`src/rtl/b36_pkg.sv`:
```
package b36_pkg;

  // Input number width and the chunked long division used to divide by 36
  localparam int ID_W    = 37;
  localparam int CHUNK_W = 16;
  localparam int NCHUNK  = (ID_W + CHUNK_W - 1) / CHUNK_W;
  localparam int WORK_W  = NCHUNK * CHUNK_W;
  localparam int DIGIT_W = 6;
  localparam int CHAR_W  = 7;
  localparam int CHUNK_CNT_W = (NCHUNK > 1) ? $clog2(NCHUNK) : 1;

  // One division step: x = {remainder, chunk}, x < 36 * 2**CHUNK_W
  localparam int STEP_W  = DIGIT_W + CHUNK_W;
  localparam int PROD_W  = 2 * STEP_W;
  // floor(x / 36) = (x * RECIP) >> RECIP_SH, exact for every x below 36 * 2**16
  localparam int RECIP_SH = 27;
  localparam logic [STEP_W-1:0] RECIP = STEP_W'((64'd1 << RECIP_SH) / 36 + 64'd1);

  localparam logic [DIGIT_W-1:0] RADIX    = DIGIT_W'(36);
  localparam logic [CHAR_W-1:0]  ASCII_0  = CHAR_W'(48);
  localparam logic [CHAR_W-1:0]  ASCII_A  = CHAR_W'(65);
  localparam logic [DIGIT_W-1:0] DEC_TOP  = DIGIT_W'(10);
  localparam logic [CHAR_W-1:0]  ASCII_9  = CHAR_W'(57);
  localparam logic [CHAR_W-1:0]  ASCII_Z  = CHAR_W'(90);

  // Request held in the queue between front and back
  typedef struct packed {
    logic [ID_W-1:0] value;
    logic            is_zero;
  } b36_entry_t;

  // 36 to the power n, evaluated at elaboration
  function automatic logic [63:0] pow36(input int n);
    logic [63:0] acc;
    acc = 64'd1;
    for (int i = 0; i < n; i++) begin
      acc = acc * 64'd36;
    end
    return acc;
  endfunction

  // Map one base-36 digit to its upper-case ASCII code
  function automatic logic [CHAR_W-1:0] digit_ascii(input logic [DIGIT_W-1:0] d);
    logic [CHAR_W-1:0] c;
    if (d < DEC_TOP) begin
      c = ASCII_0 + CHAR_W'(d);
    end else begin
      c = ASCII_A + CHAR_W'(d - DEC_TOP);
    end
    return c;
  endfunction

endpackage

```
`src/rtl/b36_front.sv`:
```
module b36_front import b36_pkg::*; #(
  parameter int MAX_DIGITS = 7
) (
  input  logic            in_valid,
  output logic            in_ready,
  input  logic [ID_W-1:0] in_id_value,
  input  logic            q_full,
  output logic            q_push,
  output b36_entry_t      q_entry
);

  localparam logic [63:0] LIMIT   = pow36(MAX_DIGITS);
  localparam logic [63:0] SAT_VAL = LIMIT - 64'd1;

  logic [ID_W-1:0] value_sat;

  // Clamp numbers that need more digits than the block can produce
  always_comb begin
    if ({{(64-ID_W){1'b0}}, in_id_value} >= LIMIT) begin
      value_sat = SAT_VAL[ID_W-1:0];
    end else begin
      value_sat = in_id_value;
    end
  end

  // Classify and hand the request to the queue
  assign in_ready        = !q_full;
  assign q_push          = in_valid && !q_full;
  assign q_entry.value   = value_sat;
  assign q_entry.is_zero = (in_id_value == '0);

endmodule

```
`config.mk`:
```
export PLATFORM = sky130hd
export DESIGN_NAME = b36_front
export DESIGN_NICKNAME = d
export VERILOG_FILES = /design/src/rtl/b36_pkg.sv /design/src/rtl/b36_front.sv
export SDC_FILE = /design/constraint.sdc
export NUM_CORES = 1
export LEC_CHECK = 0
export BUFFER_PORTS_ARGS = -buffer_cell sky130_fd_sc_hd__buf_2
export CAP_MARGIN = 20
export CORE_MARGIN = 4
export CORE_UTILIZATION = 28
export DETAILED_ROUTE_END_ITERATION = 6
export GPL_ROUTABILITY_DRIVEN = 0
export PLACE_DENSITY = 0.93
export SYNTH_ARGS = -nofsm -noshare
export SYNTH_HDL_FRONTEND = slang
export SYNTH_SLANG_ARGS = --single-unit
```
`constraint.sdc`:
```
create_clock -name vclk -period 1.3
set_input_delay 0.195 -clock vclk [all_inputs]
set_output_delay 0.195 -clock vclk [all_outputs]
set_load 0.02 [all_outputs]
```
==> results of run 1 <==
==> logic make-up (layout without fill, tap and decap cells) <==
family	Yosys count	after routing	share of synthesized area [%]
compound gates	5	5	9.53
buf+inv	7	97	9.29
simple gates	79	79	81.2
==> per-layer routing <==
layer | global-route usage, % | routed length, um | vias to the layer above | part of all wire (%)
met5 | 0 | 0 | - | 0
met4 | 5.38 | 51 | 0 | 1.7
met3 | 4.75 | 253 | 4 | 8.5
met2 | 48.7 | 1700 | 49 | 57
met1 | 23.6 | 987 | 465 | 33
li1 | - | - | 491 | -
==> timing repair <==
action / CTS / global route
cloned: 1 / 0
setup buffers: 2 / 0
endpoints found under the setup margin: 35 / 35
pin swaps: 8 / 6
gates resized for setup: 82 / 10
==> per-stage QoR <==
step                      power [mW]  utilization (%)  cell area, sq um  cells
after global routing           0.607             84.1              1450    206
after global placement         0.422             65.6              1130    205
after detailed placement       0.428             65.6              1130    205
final                          0.571             84.1              1450    206
after floorplan                0.231                -               608     91
after CTS                      0.570             84.8              1460    208
==> cell type report <==
type / instances / area [sq um]
Timing Repair Buffer: 96 / 778
Multi-Input combinational cell: 84 / 639
Fill cell: 110 / 274
Tap cell: 25 / 31.3
Inverter: 1 / 3.75
==> how the worst max path moves through the flow <==
stage / end / slack, ns
after floorplan: q_entry[1] / -0.08
after global placement: q_entry[0] / -0.38
after detailed placement: q_entry[0] / -0.38
after CTS: q_entry[15] / -0.33
after global routing: q_entry[7] / -0.37
final: q_entry[7] / -0.32
==> worst max-delay path: cells and delay by family <==
family / cells / cell delay (ns)
AND/OR/NAND/NOR: 4 / 0.81
buffers and inverters: 3 / 0.42
==> cell usage in the layout, fill, tap and decap left out <==
cell type  count
a21oi_1        1
and2_4         3
and3_2         1
and3_4         4
buf_12         1
buf_2         42
buf_4         13
buf_6         40
inv_1          1
nand2_1        1
nand2_2       16
nand2_4        4
nand2b_4       6
nand3_1        2
nand3_2        1
nand4_1        3
nand4b_4       1
nor2_1        14
nor2_2         8
nor2b_1        3
nor3_1         3
nor3_4         2
nor4_1         6
o21ai_1        1
o31a_1         2
o31ai_4        1
or3_4          1
==> power groups by stage <==
stage	Clock (mW)	Combinational [mW]	Sequential, mW
6_report	0	0.571	0
5_1_grt	0	0.607	0
4_1_cts	0	0.570	0
3_5_place_dp	0	0.428	0
3_3_place_gp	0	0.422	0
2_1_floorplan	0	0.231	0
==> flow_summary.ini, run 1 <==
[timing]
layout_setup_ws_ns = -0.321
finalSetupViolations = 35
tightest_slew_ns = 0.297
hold_violations = 0
rsz0062_at_grt = true
drv_slew = 0
fin_hold_ws_ns = 0.653
fin_crit_ns = 1.62
max_freq_mhz = 617
finalSetupTns_ns = -8.95
min_period_over_period_pct = 125
relSlewSlack_pct = 80.0

[finish]
design.seq.count = 0
antenna-diode-count = 0
syn_to_final_growth_pct = 184
drive_above_1_share_pct = 79.6
clock_buffers = 0
final_nets = 222
seqCellArea_sq_um = 0

[critical_path]
crit_fanout = 14
critical_path_class = in -> out
startpoint = in_id_value[30]
crit_path_end_kind = output port
cpMostUsedCell = buf_6
cp_slowest_cell = or3_4
arrival_ns = 1.43
cp_cell_sequence = buf_6, or3_4, nor3_4, nand4b_4, buf_12, nand2_2, buf_6
start_kind = input port
slowest_delay_ns = 0.38
cp.required_ns = 1.11

[pwr]
irDropWorstVdd_uv = 261
clockPowerShare_pct = 0
p_per_area_nw_per_um2 = 393
switching_power_mw = 0.283
seqPwrFrac_pct = 0
p_sw_share_pct = 49.6
p_leak_nw = 0.753
p_int_mw = 0.288
power_frac_comb_pct = 100.0

[drt]
wl_um = 2990
dr.pass1.iters = 3
final_antenna_net_count = 0
dr.first_iter.drc_count = 7
vias = 1009
wl_per_cell_um = 14.5
viasPerCell = 4.90
drc_errors = 0

[logic_synthesis]
syn_avg_cell_area_sq_um = 5.62
synthCells = 91
synth_area_leader_cell = nor2_1
synthTopCellsByArea = nor2_1 (16%), nand2_1 (14%), nand2b_1 (7.3%), nor4_1 (7.3%), and3_1 (6.1%)
synthDistinctLibCells = 23
yosysWarnings = 0
yosysTopAreaCellShare_pct = 16.1
synth_common_cells = nor2_1 (22), nand2_1 (19), nand2b_1 (6), nor4_1 (6), and3_1 (5)
synth_nets = 130
seq_area_frac_synth_pct = 0
netlist_area_sq_um = 512
yosysMostFrequentCell = nor2_1

[die]
std_cell_rows = 15
start_util_pct = 29.6
io_pins = 79
die_y_um = 50.8
core_region_area_sq_um = 1730
die_x_um = 50.8
die-area_sq_um = 2580

[placement]
dp_hpwl_um = 1980
io_buffers = 79
dp_slack_ns = -0.379

[grt]
antenna_found_initial = 0
grt_pass1_wl_um = 4780
grt_pass1_vias = 1117
grt_remaining_overflow = 0
grt_max_degree = 15
track_usage_pct = 23.7

[hold_path]
hold_end = in_ready
min_from = q_full
hp-class = in -> out
hold_depth = 3

[status]
status = finished with violations
violations = negative setup slack

[run]
maxCapViolCount = 0

[clock_network]
hold_buffers = 0
No activity file was read; power rests on OpenSTA's default activity.
==> inputs of run 2 (changes only) <==
- ABC_AREA: unset -> 1
- CAP_MARGIN: 20 -> unset
- CORE_UTILIZATION: 28 -> 32
- PLACE_DENSITY: 0.93 -> 0.91
==> run 2 against run 1 <==
Compared with the run above: the flow still finishes with violations (negative setup slack); sequential share of layout area did not move; highest routed layer unchanged; combinational power rose by 8.9%; synthesized cell count is 37% higher; largest power group unchanged; largest cell class unchanged; design area increased by 19%; count of clock-buffer cells in the layout unchanged; cell count is 19% higher; first-iteration DRC count fell by 14%.
==> flow_summary.ini, run 2 <==
[finish]
drive_above_1_share_pct = 67.4
fill_cells = 108
antenna-diode-count = 0
final_nets = 259
clock_buffers = 0
multiInputGateArea_sq_um = 676
final_cell_mix = buf_2 (36), buf_6 (35), inv_1 (31)
syn_to_final_growth_pct = 154
seqCellArea_sq_um = 0
fin_util_pct = 86.6
finalNonFillerCells = 245
design.seq.count = 0
final_cell_area_sq_um = 1730
final_common_cell = buf_2

[timing]
rsz0062_at_grt = true
layout_setup_ws_ns = -0.139
fin_hold_ws_ns = 0.654
hold_violations = 0
finalSetupTns_ns = -2.82
max_freq_mhz = 695
drv_slew = 0
min_period_over_period_pct = 111
fin_crit_ns = 1.44
finalSetupViolations = 36
relSlewSlack_pct = 88.6
tightest_slew_ns = 0.170

[die]
core_region_area_sq_um = 2000
std_cell_rows = 16
die_x_um = 54.2
start_util_pct = 34.1
die-area_sq_um = 2940
io_pins = 79
die_y_um = 54.2

[drt]
wl_per_cell_um = 14.3
drc_errors = 0
vias = 1170
dr.pass1.iters = 4
viasPerCell = 4.78
wl_um = 3500
final_antenna_net_count = 0
dr.first_iter.drc_count = 6

[pwr]
p_per_area_nw_per_um2 = 359
switching_power_mw = 0.325
p_int_mw = 0.297
seqPwrFrac_pct = 0
clockPowerShare_pct = 0
power_frac_comb_pct = 100.0
p_leak_nw = 0.955
p_sw_share_pct = 52.2
irDropWorstVdd_uv = 263

[placement]
io_buffers = 79
dp_hpwl_um = 2130
placedInstanceArea_sq_um = 1210
post-place-cells = 239

[critical_path]
cp.required_ns = 1.11
crit_fanout = 10
start_kind = input port
arrival_ns = 1.24
critical_path_class = in -> out
crit_path_end_kind = output port

[logic_synthesis]
synth_area_leader_cell = nand3_2
synth_top_family_by_area = simple AND/OR/NAND/NOR gates
synthDistinctLibCells = 16
netlist_area_sq_um = 683
synth_nets = 164
synth_common_cells = inv_1 (38), nor2_1 (22), nand3_2 (20)
yosys.area_share.simple_pct = 69.2
synth_fa_ha_area_share_pct = 0
synthMuxAreaShare_pct = 0
syn_avg_cell_area_sq_um = 5.47
synthTopCellsByArea = nand3_2 (29%), inv_1 (21%), nor2_1 (12%), nand3_1 (8.1%), nand2_1 (7.7%)
synthCells = 125
yosysWarnings = 0
synthXorXnorAreaFrac_pct = 0
yosysMostFrequentCell = inv_1
yosysTopAreaCellShare_pct = 29.3
synth_compound_area_share_pct = 1.47
seq_area_frac_synth_pct = 0

[status]
violations = negative setup slack
status = finished with violations

[grt]
antenna_found_initial = 0
grt_pass1_wl_um = 4490
grt_remaining_overflow = 0
grt_pass1_vias = 1161
track_usage_pct = 20.0
grt_max_degree = 16

[run]
maxCapViolCount = 0

[hold_path]
hp-class = in -> out
run 2: worst max-delay path, cell delays in order:
cell and delay, ns:
buf_2 0.11, nand2_1 0.09, o21ai_1 0.07, inv_1 0.09, nand2_2 0.11, nand2_8 0.15
nand2_8 0.09, nor2_1 0.16, buf_4 0.17
run 2: final cells by class:
| cell class | instances | area share [%] |
|---|---|---|
| inverter | 40 | 9.24 |
| tap | 27 | 1.95 |
| timing repair buffer | 98 | 49.9 |
| multi-input combinational | 80 | 39.0 |
run 2: logic make-up after synthesis:
family,Yosys count
simple gates,78
compound gates,2
buf+inv,45
run 2: what timing repair did:
action | CTS | global route
hold buffers | 0 | 0
gates resized for setup | 82 | 38
buffers inserted | 3 | 1
pin swaps | 3 | 6
setup endpoints to repair | 37 | 37
cloned | 1 | 1
run 2: metal layers:
| metal | vias to the layer above | wire length [um] | track usage, % |
|---|---|---|---|
| met4 | 0 | 55 | 2.49 |
| met5 | - | 0 | 0 |
| met3 | 6 | 277 | 3.88 |
| met2 | 52 | 1960 | 41.4 |
| li1 | 566 | - | - |
| met1 | 546 | 1210 | 20.4 |
run 2: worst paths after layout:
path                  slack [ns]             from  depth (start not counted)          end
worst max-delay path       -0.14  in_id_value[22]                          9  q_entry[35]
worst min-delay path        0.65           q_full                          3     in_ready
run 2: power by group through the flow:
stage | clock network (mW) | registers, mW | logic [mW]
5_1_grt | 0 | 0 | 0.663
3_3_place_gp | 0 | 0 | 0.418
2_1_floorplan | 0 | 0 | 0.245
6_report | 0 | 0 | 0.622
3_5_place_dp | 0 | 0 | 0.426
4_1_cts | 0 | 0 | 0.536
run 2: through the flow:
| stage | total power [mW] | worst slack [ns] |
|---|---|---|
| CTS | 0.536 | -0.0459 |
| global route | 0.663 | -0.199 |
| detailed placement | 0.426 | -0.137 |
| floorplan | 0.245 | 0.0751 |
| finish | 0.622 | -0.139 |
| global placement | 0.418 | -0.0973 |
