**src/rtl/b36_pkg.sv**
```systemverilog
package b36_pkg;

  // Input number width and the chunked long division used to divide by 36
  localparam int ID_W    = 37;
  localparam int CHUNK_W = 16;
  localparam int NCHUNK  = (ID_W + CHUNK_W - 1) / CHUNK_W;
  localparam int WORK_W  = NCHUNK * CHUNK_W;
  localparam int DIGIT_W = 6;
  localparam int CHAR_W  = 7;
  localparam int CHUNK_CNT_W = (NCHUNK > 1) ? $clog2(NCHUNK) : 1;

  // One division step: x = {remainder, chunk}, x < 36 * 2**CHUNK_W
  localparam int STEP_W  = DIGIT_W + CHUNK_W;
  localparam int PROD_W  = 2 * STEP_W;
  // floor(x / 36) = (x * RECIP) >> RECIP_SH, exact for every x below 36 * 2**16
  localparam int RECIP_SH = 27;
  localparam logic [STEP_W-1:0] RECIP = STEP_W'((64'd1 << RECIP_SH) / 36 + 64'd1);

  localparam logic [DIGIT_W-1:0] RADIX    = DIGIT_W'(36);
  localparam logic [CHAR_W-1:0]  ASCII_0  = CHAR_W'(48);
  localparam logic [CHAR_W-1:0]  ASCII_A  = CHAR_W'(65);
  localparam logic [DIGIT_W-1:0] DEC_TOP  = DIGIT_W'(10);
  localparam logic [CHAR_W-1:0]  ASCII_9  = CHAR_W'(57);
  localparam logic [CHAR_W-1:0]  ASCII_Z  = CHAR_W'(90);

  // Request held in the queue between front and back
  typedef struct packed {
    logic [ID_W-1:0] value;
    logic            is_zero;
  } b36_entry_t;

  // 36 to the power n, evaluated at elaboration
  function automatic logic [63:0] pow36(input int n);
    logic [63:0] acc;
    acc = 64'd1;
    for (int i = 0; i < n; i++) begin
      acc = acc * 64'd36;
    end
    return acc;
  endfunction

  // Map one base-36 digit to its upper-case ASCII code
  function automatic logic [CHAR_W-1:0] digit_ascii(input logic [DIGIT_W-1:0] d);
    logic [CHAR_W-1:0] c;
    if (d < DEC_TOP) begin
      c = ASCII_0 + CHAR_W'(d);
    end else begin
      c = ASCII_A + CHAR_W'(d - DEC_TOP);
    end
    return c;
  endfunction

endpackage

```
**src/rtl/b36_fifo.sv**
```systemverilog
module b36_fifo import b36_pkg::*; (
  input  logic       clk,
  input  logic       rst_n,
  input  logic       push,
  input  b36_entry_t push_entry,
  output logic       full,
  input  logic       pop,
  output logic       not_empty,
  output b36_entry_t pop_entry
);

  localparam int DEPTH = 2;
  localparam int PTR_W = 1;
  localparam int CNT_W = 2;

  b36_entry_t       mem_r [DEPTH];
  logic [PTR_W-1:0] wr_ptr_r, wr_ptr_nxt;
  logic [PTR_W-1:0] rd_ptr_r, rd_ptr_nxt;
  logic [CNT_W-1:0] cnt_r, cnt_nxt;

  assign full      = (cnt_r == CNT_W'(DEPTH));
  assign not_empty = (cnt_r != '0);
  assign pop_entry = mem_r[rd_ptr_r];

  // Advance pointers and occupancy
  always_comb begin
    wr_ptr_nxt = wr_ptr_r + PTR_W'(push);
    rd_ptr_nxt = rd_ptr_r + PTR_W'(pop);
    cnt_nxt    = cnt_r + CNT_W'(push) - CNT_W'(pop);
  end

  always_ff @(posedge clk) begin
    if (!rst_n) begin
      wr_ptr_r <= '0;
      rd_ptr_r <= '0;
      cnt_r    <= '0;
    end else begin
      wr_ptr_r <= wr_ptr_nxt;
      rd_ptr_r <= rd_ptr_nxt;
      cnt_r    <= cnt_nxt;
    end
  end

  // Hold request payloads
  always_ff @(posedge clk) begin
    if (push) begin
      mem_r[wr_ptr_r] <= push_entry;
    end
  end

endmodule

```
**config.mk**
```make
export PLATFORM = sky130hd
export DESIGN_NAME = b36_fifo
export DESIGN_NICKNAME = d
export VERILOG_FILES = /design/src/rtl/b36_pkg.sv /design/src/rtl/b36_fifo.sv
export SDC_FILE = /design/constraint.sdc
export NUM_CORES = 1
export LEC_CHECK = 0
export ABC_AREA = 1
export BUFFER_PORTS_ARGS = -buffer_cell sky130_fd_sc_hd__buf_2
export CORE_MARGIN = 2
export CORE_UTILIZATION = 50
export DETAILED_ROUTE_END_ITERATION = 16
export PLACE_DENSITY = 0.76
export SYNTH_ARGS = -nofsm -noshare
export SYNTH_HDL_FRONTEND = slang
export SYNTH_SLANG_ARGS = --single-unit
```
**constraint.sdc**
```tcl
create_clock -name clk -period 2.2 [get_ports clk]
set_input_delay 0.11 -clock clk [delete_from_list [all_inputs] [get_ports clk]]
set_output_delay 0.11 -clock clk [all_outputs]
set_load 0.02 [all_outputs]
```
==> run_results.csv, run 1 <==
group,metric,value,unit
timing,final.setup.worst_slack,0.610,ns
timing,setup_violations,0,
clock_network,clkSlewWorstSetupHoldPaths,0.07,ns
timing,worst_slew_pin_slew,0.460,ns
yosys,ys_types,13,
final_layout,diodes,0,
global_routing,grt_first_pass_wirelength,7.57,mm
critical_path,worstSetupStartpointType,"flip-flop",
route,wl_per_cell,14.6,µm
timing,drv_slew,0,
min_path,hold_path_class,"in -> reg",
yosys,synth_top_area_share,74.7,%
place,post-place-ws,0.755,ns
timing,fin_skew,0.00592,ns
yosys,syn_area,3060,µm²
clock_network,h-tree-depth,3,
route,routed_wl,5.22,mm
timing,fin_setup_tns,0,ns
floorplanning,core-area,5920,µm²
yosys,ys_warn_count,0,
global_routing,grt_max_degree,39,
yosys,avgSynthCellArea,20.8,µm²
yosys,synth-seq-area-share,77.9,%
floorplanning,start_util,51.6,%
route,viasPerCell,4.71,
clock_network,clk_latency,0.34,ns
timing,fin_crit,1.59,ns
floorplanning,die_w,82.2,µm
floorplanning,die_height,82.2,µm
pwr,powerDensity,807,nW/µm²
floorplanning,die_area,6750,µm²
floorplanning,num_rows,28,
pwr,vdd_drop_max,0.438,mV
critical_path,cp_data_required_time,2.09,ns
floorplanning,boundaryPins,82,
timing,rsz0062_at_grt,"false",
timing,hold_ws,0.0507,ns
final_layout,nNetsFinal,324,
global_routing,grt.total_usage,16.2,%
route,vias,1685,
final_layout,syn_to_final_growth,35.7,%
clock_network,numCtsBuffers,9,
timing,period_share,72.3,%
critical_path,path_class,"reg -> out",
critical_path,arrival,1.48,ns
clock_network,cts_tree,"built",
yosys,netlist_instances,147,
global_routing,antenna_found_initial,0,
clock_network,clockRootBuffer,"clkbuf_8",
yosys,ys_top_cells_by_area,"edfxtp_1 75%, mux2_4 9.8%, mux2_2 6.6%, dfxtp_1 3.3%, ha_1 1.6%",
pwr,power_leakage,0.00166,µW
place,gp_congestion,0.704,
route,ant_nets,0,
critical_path,worstSetupEndpointType,"primary output",
route,firstDrtPassIters,4,
timing,timing.fmax,629,MHz
job,maxCapViolCount,0,
yosys,syn-num-nets,193,
yosys,yosysTopAreaCell,"edfxtp_1",
global_routing,grt_overflow_total,0,
route,drt-initial-drc-count,62,
global_routing,grt_pass1_vias,1679,
clock_network,cts_sinks,81,
timing,relSlewSlack,69.3,%
place,numPortBuffers,81,
critical_path,regToRegStartpoint,"wr_ptr_r",
route,drc,0,
pwr,power,3340,µW
final_layout,drive_gt1_share,48.4,%
timing,hold_viol_final,0,
status,status,"finished clean",
yosys,ys_seq_elements,81,
clock_network,cts_buffer_depth,2,
critical_path,cp_max_fo,38,
min_path,worstHoldStart,"pop",
place,dp_hpwl,3.31,mm
## Yosys cell counts
cell type,count
a21oi_1,1
buf_2,1
buf_6,3
dfxtp_1,5
edfxtp_1,76
ha_1,4
inv_1,7
mux2_2,18
mux2_4,20
nand2_1,5
nand3_1,1
nor2_1,5
xnor2_1,1
## final timing paths
path | depth (start not counted) | to | slack, ns
setup / recovery | 3 | pop_entry[30] | 0.61
hold / removal | 3 | rd_ptr_r | 0.05
setup reg to reg | 3 | mem_r[0][11] | 0.78
hold reg to reg | 2 | rd_ptr_r | 0.53
## per-stage QoR
| stage | instance area [µm²] | utilization [%] | instances |
|---|---|---|---|
| 6_report | 4150 | 70.0 | 358 |
| 5_1_grt | 4150 | 70.0 | 358 |
| 4_1_cts | 4150 | 70.0 | 358 |
| 3_5_place_dp | 3580 | 60.4 | 303 |
| 3_3_place_gp | 3580 | 60.4 | 303 |
| 2_1_floorplan | 3060 | - | 147 |
## metal layers
| metal | global-route usage [%] | wire, µm |
|---|---|---|
| met3 | 6.63 | 282 |
| met2 | 28.4 | 2830 |
| met1 | 16.8 | 2000 |
| met4 | 7.50 | 106 |
| met5 | 0 | 0 |
## cells by family after synthesis
| kind of cell | Yosys count | synth area share (%) |
|---|---|---|
| XOR/XNOR | 1 | 0.287 |
| adder cells (fa/ha/maj) | 4 | 1.64 |
| AND/OR/NAND/NOR | 11 | 1.39 |
| buffers and inverters | 11 | 2.13 |
| multiplexers | 38 | 16.5 |
| AO/OA/AOI/OAI | 1 | 0.164 |
| flip-flops | 81 | 77.9 |
## where the power goes
| part | switching [µW] | total, µW | internal [µW] |
|---|---|---|---|
| Clock | 473 | 985 | 512 |
| Sequential | 25.5 | 1820 | 1790 |
| Combinational | 281 | 541 | 260 |
## critical path: stages, from the launching register on
cell and delay (ns):
dfxtp_2 0.34, buf_12 0.25, mux2_2 0.38, buf_2 0.16
## registers in the layout (all words and copies together) (netlist names), named ones only
signal,count
rd_ptr_r,1
mem_r,76
wr_ptr_r,1
cnt_r,2
## cell usage in the layout (no fill, tap or decap), types with 2 or more instances in the layout
| cell type | Yosys | routed |
|---|---|---|
| buf_12 | 0 | 2 |
| buf_2 | 1 | 81 |
| buf_4 | 0 | 2 |
| clkbuf_1 | 0 | 2 |
| clkbuf_8 | 0 | 9 |
| clkinv_1 | 0 | 3 |
| dfxtp_1 | 5 | 4 |
| dlygate4sd3_1 | 0 | 39 |
| edfxtp_1 | 76 | 76 |
| ha_1 | 4 | 2 |
| ha_2 | 0 | 2 |
| inv_1 | 7 | 7 |
| mux2_2 | 18 | 18 |
| mux2_4 | 20 | 20 |
| nand2_1 | 5 | 5 |
| nor2_1 | 5 | 5 |
## repair_timing
action	CTS	global route
setup buffers	0	0
hold buffers	39	0
endpoints found under the setup margin	0	0
gates resized for setup	0	0
hold endpoints to repair	77	0
## layout make-up
type / instances / area [µm²]
multi-input cells: 55 / 614
clock buffers: 11 / 131
repair buffers: 124 / 851
fillers: 383 / 1770
clock inverters: 5 / 46.3
flip-flops and latches: 81 / 2380
inverters: 7 / 26.3
well taps: 75 / 93.8
Note: power is estimated with default switching activity, not from simulation.
==> inputs of run 2 (changes only) <==
- ABC_AREA: 1 -> 0
- clock period: 2.2 -> 1.7 ns (I/O delays scaled with it)
==> run 2 against run 1 <==
Compared with the run above: synthesized cell count down 5.4%; critical endpoint is now pop_entry[3]; register-to-register slack worse by 0.37 ns; sequential share of layout area down 0.90 points; hold slack better by 0.049 ns; clock-buffer cell count down 2; critical path depth unchanged.
==> run_results.csv, run 2 <==
group,metric,value,unit
yosys,synth_most_common_cell,"edfxtp_1",
critical_path,reg2regPathDepth,3,
route,ant_nets,0,
route,vias,1634,
route,m1WireLength,2.05,mm
place,gp_congestion,0.700,
floorplanning,die_area,6760,µm²
critical_path,arrival,1.53,ns
critical_path,cp_data_required_time,1.62,ns
critical_path,worstSetupEndpointType,"primary output",
final_layout,diodes,0,
timing,setup_violations,0,
final_layout,reg_top3,"mem_r (76), cnt_r (2)",
global_routing,grt_max_degree,32,
clock_network,h-tree-depth,3,
route,top_layer_used,"met4",
pwr,vdd_drop_max,0.712,mV
critical_path,critPathBufInv,2,
pwr,powerDensity,1110,nW/µm²
final_layout,fin_area,4210,µm²
timing,hold_ws,0.100,ns
global_routing,antenna_found_initial,0,
min_path,worstHoldStart,"pop",
critical_path,cp_max_fo,20,
critical_path,crit_chain,"buf_4, mux2_2, buf_2",
timing,period_share,94.9,%
critical_path,cp_slowest_cell,"mux2_2",
critical_path,cpLargestDelayFamily,"buffers and inverters",
route,drc,0,
route,drt-initial-drc-count,98,
clock_network,cts_resized,0,
timing,timing.fmax,620,MHz
yosys,ys_types,13,
place,numPortBuffers,81,
final_layout,fill_cells,388,
critical_path,timing.critical_path.depth,3,
clock_network,numCtsBuffers,9,
floorplanning,die_w,82.2,µm
timing,fin_setup_tns,0,ns
timing,fin_crit,1.61,ns
global_routing,grt_overflow_total,0,
yosys,ys_top_cells_by_area,"edfxtp_1 75%, mux2_4 9.8%, mux2_2 6.6%, dfxtp_1 3.3%, ha_1 1.6%",
yosys,synth-edff-count,76,
timing,fin_skew,0.00738,ns
global_routing,grt.total_usage,15.7,%
route,wl_per_cell,14.1,µm
global_routing,grt_first_pass_wirelength,7.53,mm
final_layout,largest_reg_flops,76,
critical_path,slowest_delay,0.39,ns
final_layout,final_cell_mix,"81 x buf_2, 76 x edfxtp_1, 39 x dlygate4sd3_1, 20 x mux2_4, 18 x mux2_2",
yosys,ys_seq_elements,81,
final_layout,syn_to_final_growth,37.7,%
timing,rsz0062_at_grt,"false",
final_layout,regArea,2380,µm²
yosys,netlist_instances,139,
clock_network,clkSlewWorstSetupHoldPaths,0.07,ns
yosys,syn-num-nets,185,
route,firstDrtPassIters,4,
route,wl_met3,234,µm
final_layout,drive_gt1_share,51.8,%
job,maxCapViolCount,0,
yosys,synth_common_cells,"76 x edfxtp_1, 20 x mux2_4, 18 x mux2_2",
yosys,syn_area,3060,µm²
yosys,async_flop_share,0,%
min_path,min_path_cells,3,
status,status,"finished clean",
floorplanning,die_height,82.2,µm
global_routing,grt_pass1_vias,1655,
final_layout,final_common_cell,"buf_2",
yosys,synth_top_area_share,74.6,%
clock_network,cts_tree,"built",
yosys,avgSynthCellArea,22.0,µm²
place,place_area,3590,µm²
critical_path,timing.rr.end,"mem_r[0][1]",
timing,hold_viol_final,0,
route,viasPerCell,4.66,
clock_network,clk_latency,0.34,ns
final_layout,stdcell_count,351,
timing,relSlewSlack,77.9,%
critical_path,regToRegStartpoint,"wr_ptr_r",
final_layout,regMostFlops,"mem_r",
yosys,ys.flop_type,"edfxtp_1",
yosys,ys_warn_count,0,
critical_path,worstSetupStartpointType,"flip-flop",
timing,worst_slew_pin_slew,0.332,ns
floorplanning,start_util,51.7,%
route,met2_length,2.54,mm
final_layout,nNetsFinal,317,
clock_network,cts_sinks,81,
yosys,yosysTopAreaCell,"edfxtp_1",
floorplanning,core-area,5920,µm²
pwr,power_leakage,0.00168,µW
pwr,power,4670,µW
clock_network,clockRootBuffer,"clkbuf_8",
clock_network,cts_buffer_depth,2,
timing,drv_slew,0,
min_path,hold_path_class,"in -> reg",
final_layout,multi_input_area,633,µm²
floorplanning,num_rows,28,
yosys,synth-seq-area-share,77.8,%
floorplanning,boundaryPins,82,
critical_path,rrSetupSlack,0.41,ns
route,routed_wl,4.94,mm
place,dpl.cell_count,296,
critical_path,path_class,"reg -> out",
place,dp_hpwl,3.22,mm
run 2: cell types whose count changed after synthesis, moves of 3 or more:
cell	delta
nand2_1	-5
and2_1	+3
inv_1	-4
nor2_1	-5
nor2b_1	+3
run 2: worst max-delay path by stage:
stage	end	startpoint	slack (ns)
after floorplan	mem_r[1][0]	wr_ptr_r	0.02
after global placement	mem_r[0][6]	wr_ptr_r	0.44
after detailed placement	mem_r[0][1]	wr_ptr_r	0.40
after CTS	pop_entry[7]	flip-flop	0.06
after global routing	pop_entry[7]	flip-flop	0.02
final	pop_entry[3]	flip-flop	0.09
run 2: cells by family after synthesis:
logic type,count (synthesis),synth area share [%]
flip-flops,81,77.8
multiplexers,38,16.4
buffers and inverters,7,1.64
AND/OR/NAND/NOR,7,1.43
adder cells (fa/ha/maj),4,1.64
XOR/XNOR,2,1.02
run 2: area by class of cell:
| cell class | count | area share, % |
|---|---|---|
| Sequential cell | 81 | 56.6 |
| Tap cell | 75 | 2.23 |
| Timing Repair Buffer | 125 | 20.4 |
| Inverter | 3 | 0.267 |
| Clock buffer | 9 | 2.94 |
| Multi-Input combinational cell | 51 | 15.0 |
| Clock inverter | 7 | 2.58 |
run 2: power by group:
group	switching (µW)	total [µW]	internal, µW
sequential	36.4	2360	2320
combinational	363	725	363
clock	623	1590	962
total	1020	4670	3650
run 2: stage by stage:
stage / util (%) / setup slack, ns
after detailed placement: 60.6 / 0.403
final: 71.2 / 0.0868
after floorplan: - / 0.0193
after global placement: 60.6 / 0.436
after CTS: 71.2 / 0.0569
after global routing: 71.2 / 0.0172
run 2: layer usage:
layer	up-vias	GRT usage (%)
met4	0	9.00
met5	-	0
met1	771	17.7
met3	11	3.70
li1	798	-
met2	54	27.4
run 2: timing repair:
action | in CTS | in global routing
hold buffers | 39 | 0
setup endpoints to repair | 0 | 0
setup buffers | 0 | 0
hold endpoints to repair | 79 | 0
run 2: tightest hold or removal path: cells and delay by family:
family	cells	cell delay, ns
buf+inv	1	0.10
xor+xnor	1	0.07
simple gates	1	0.14
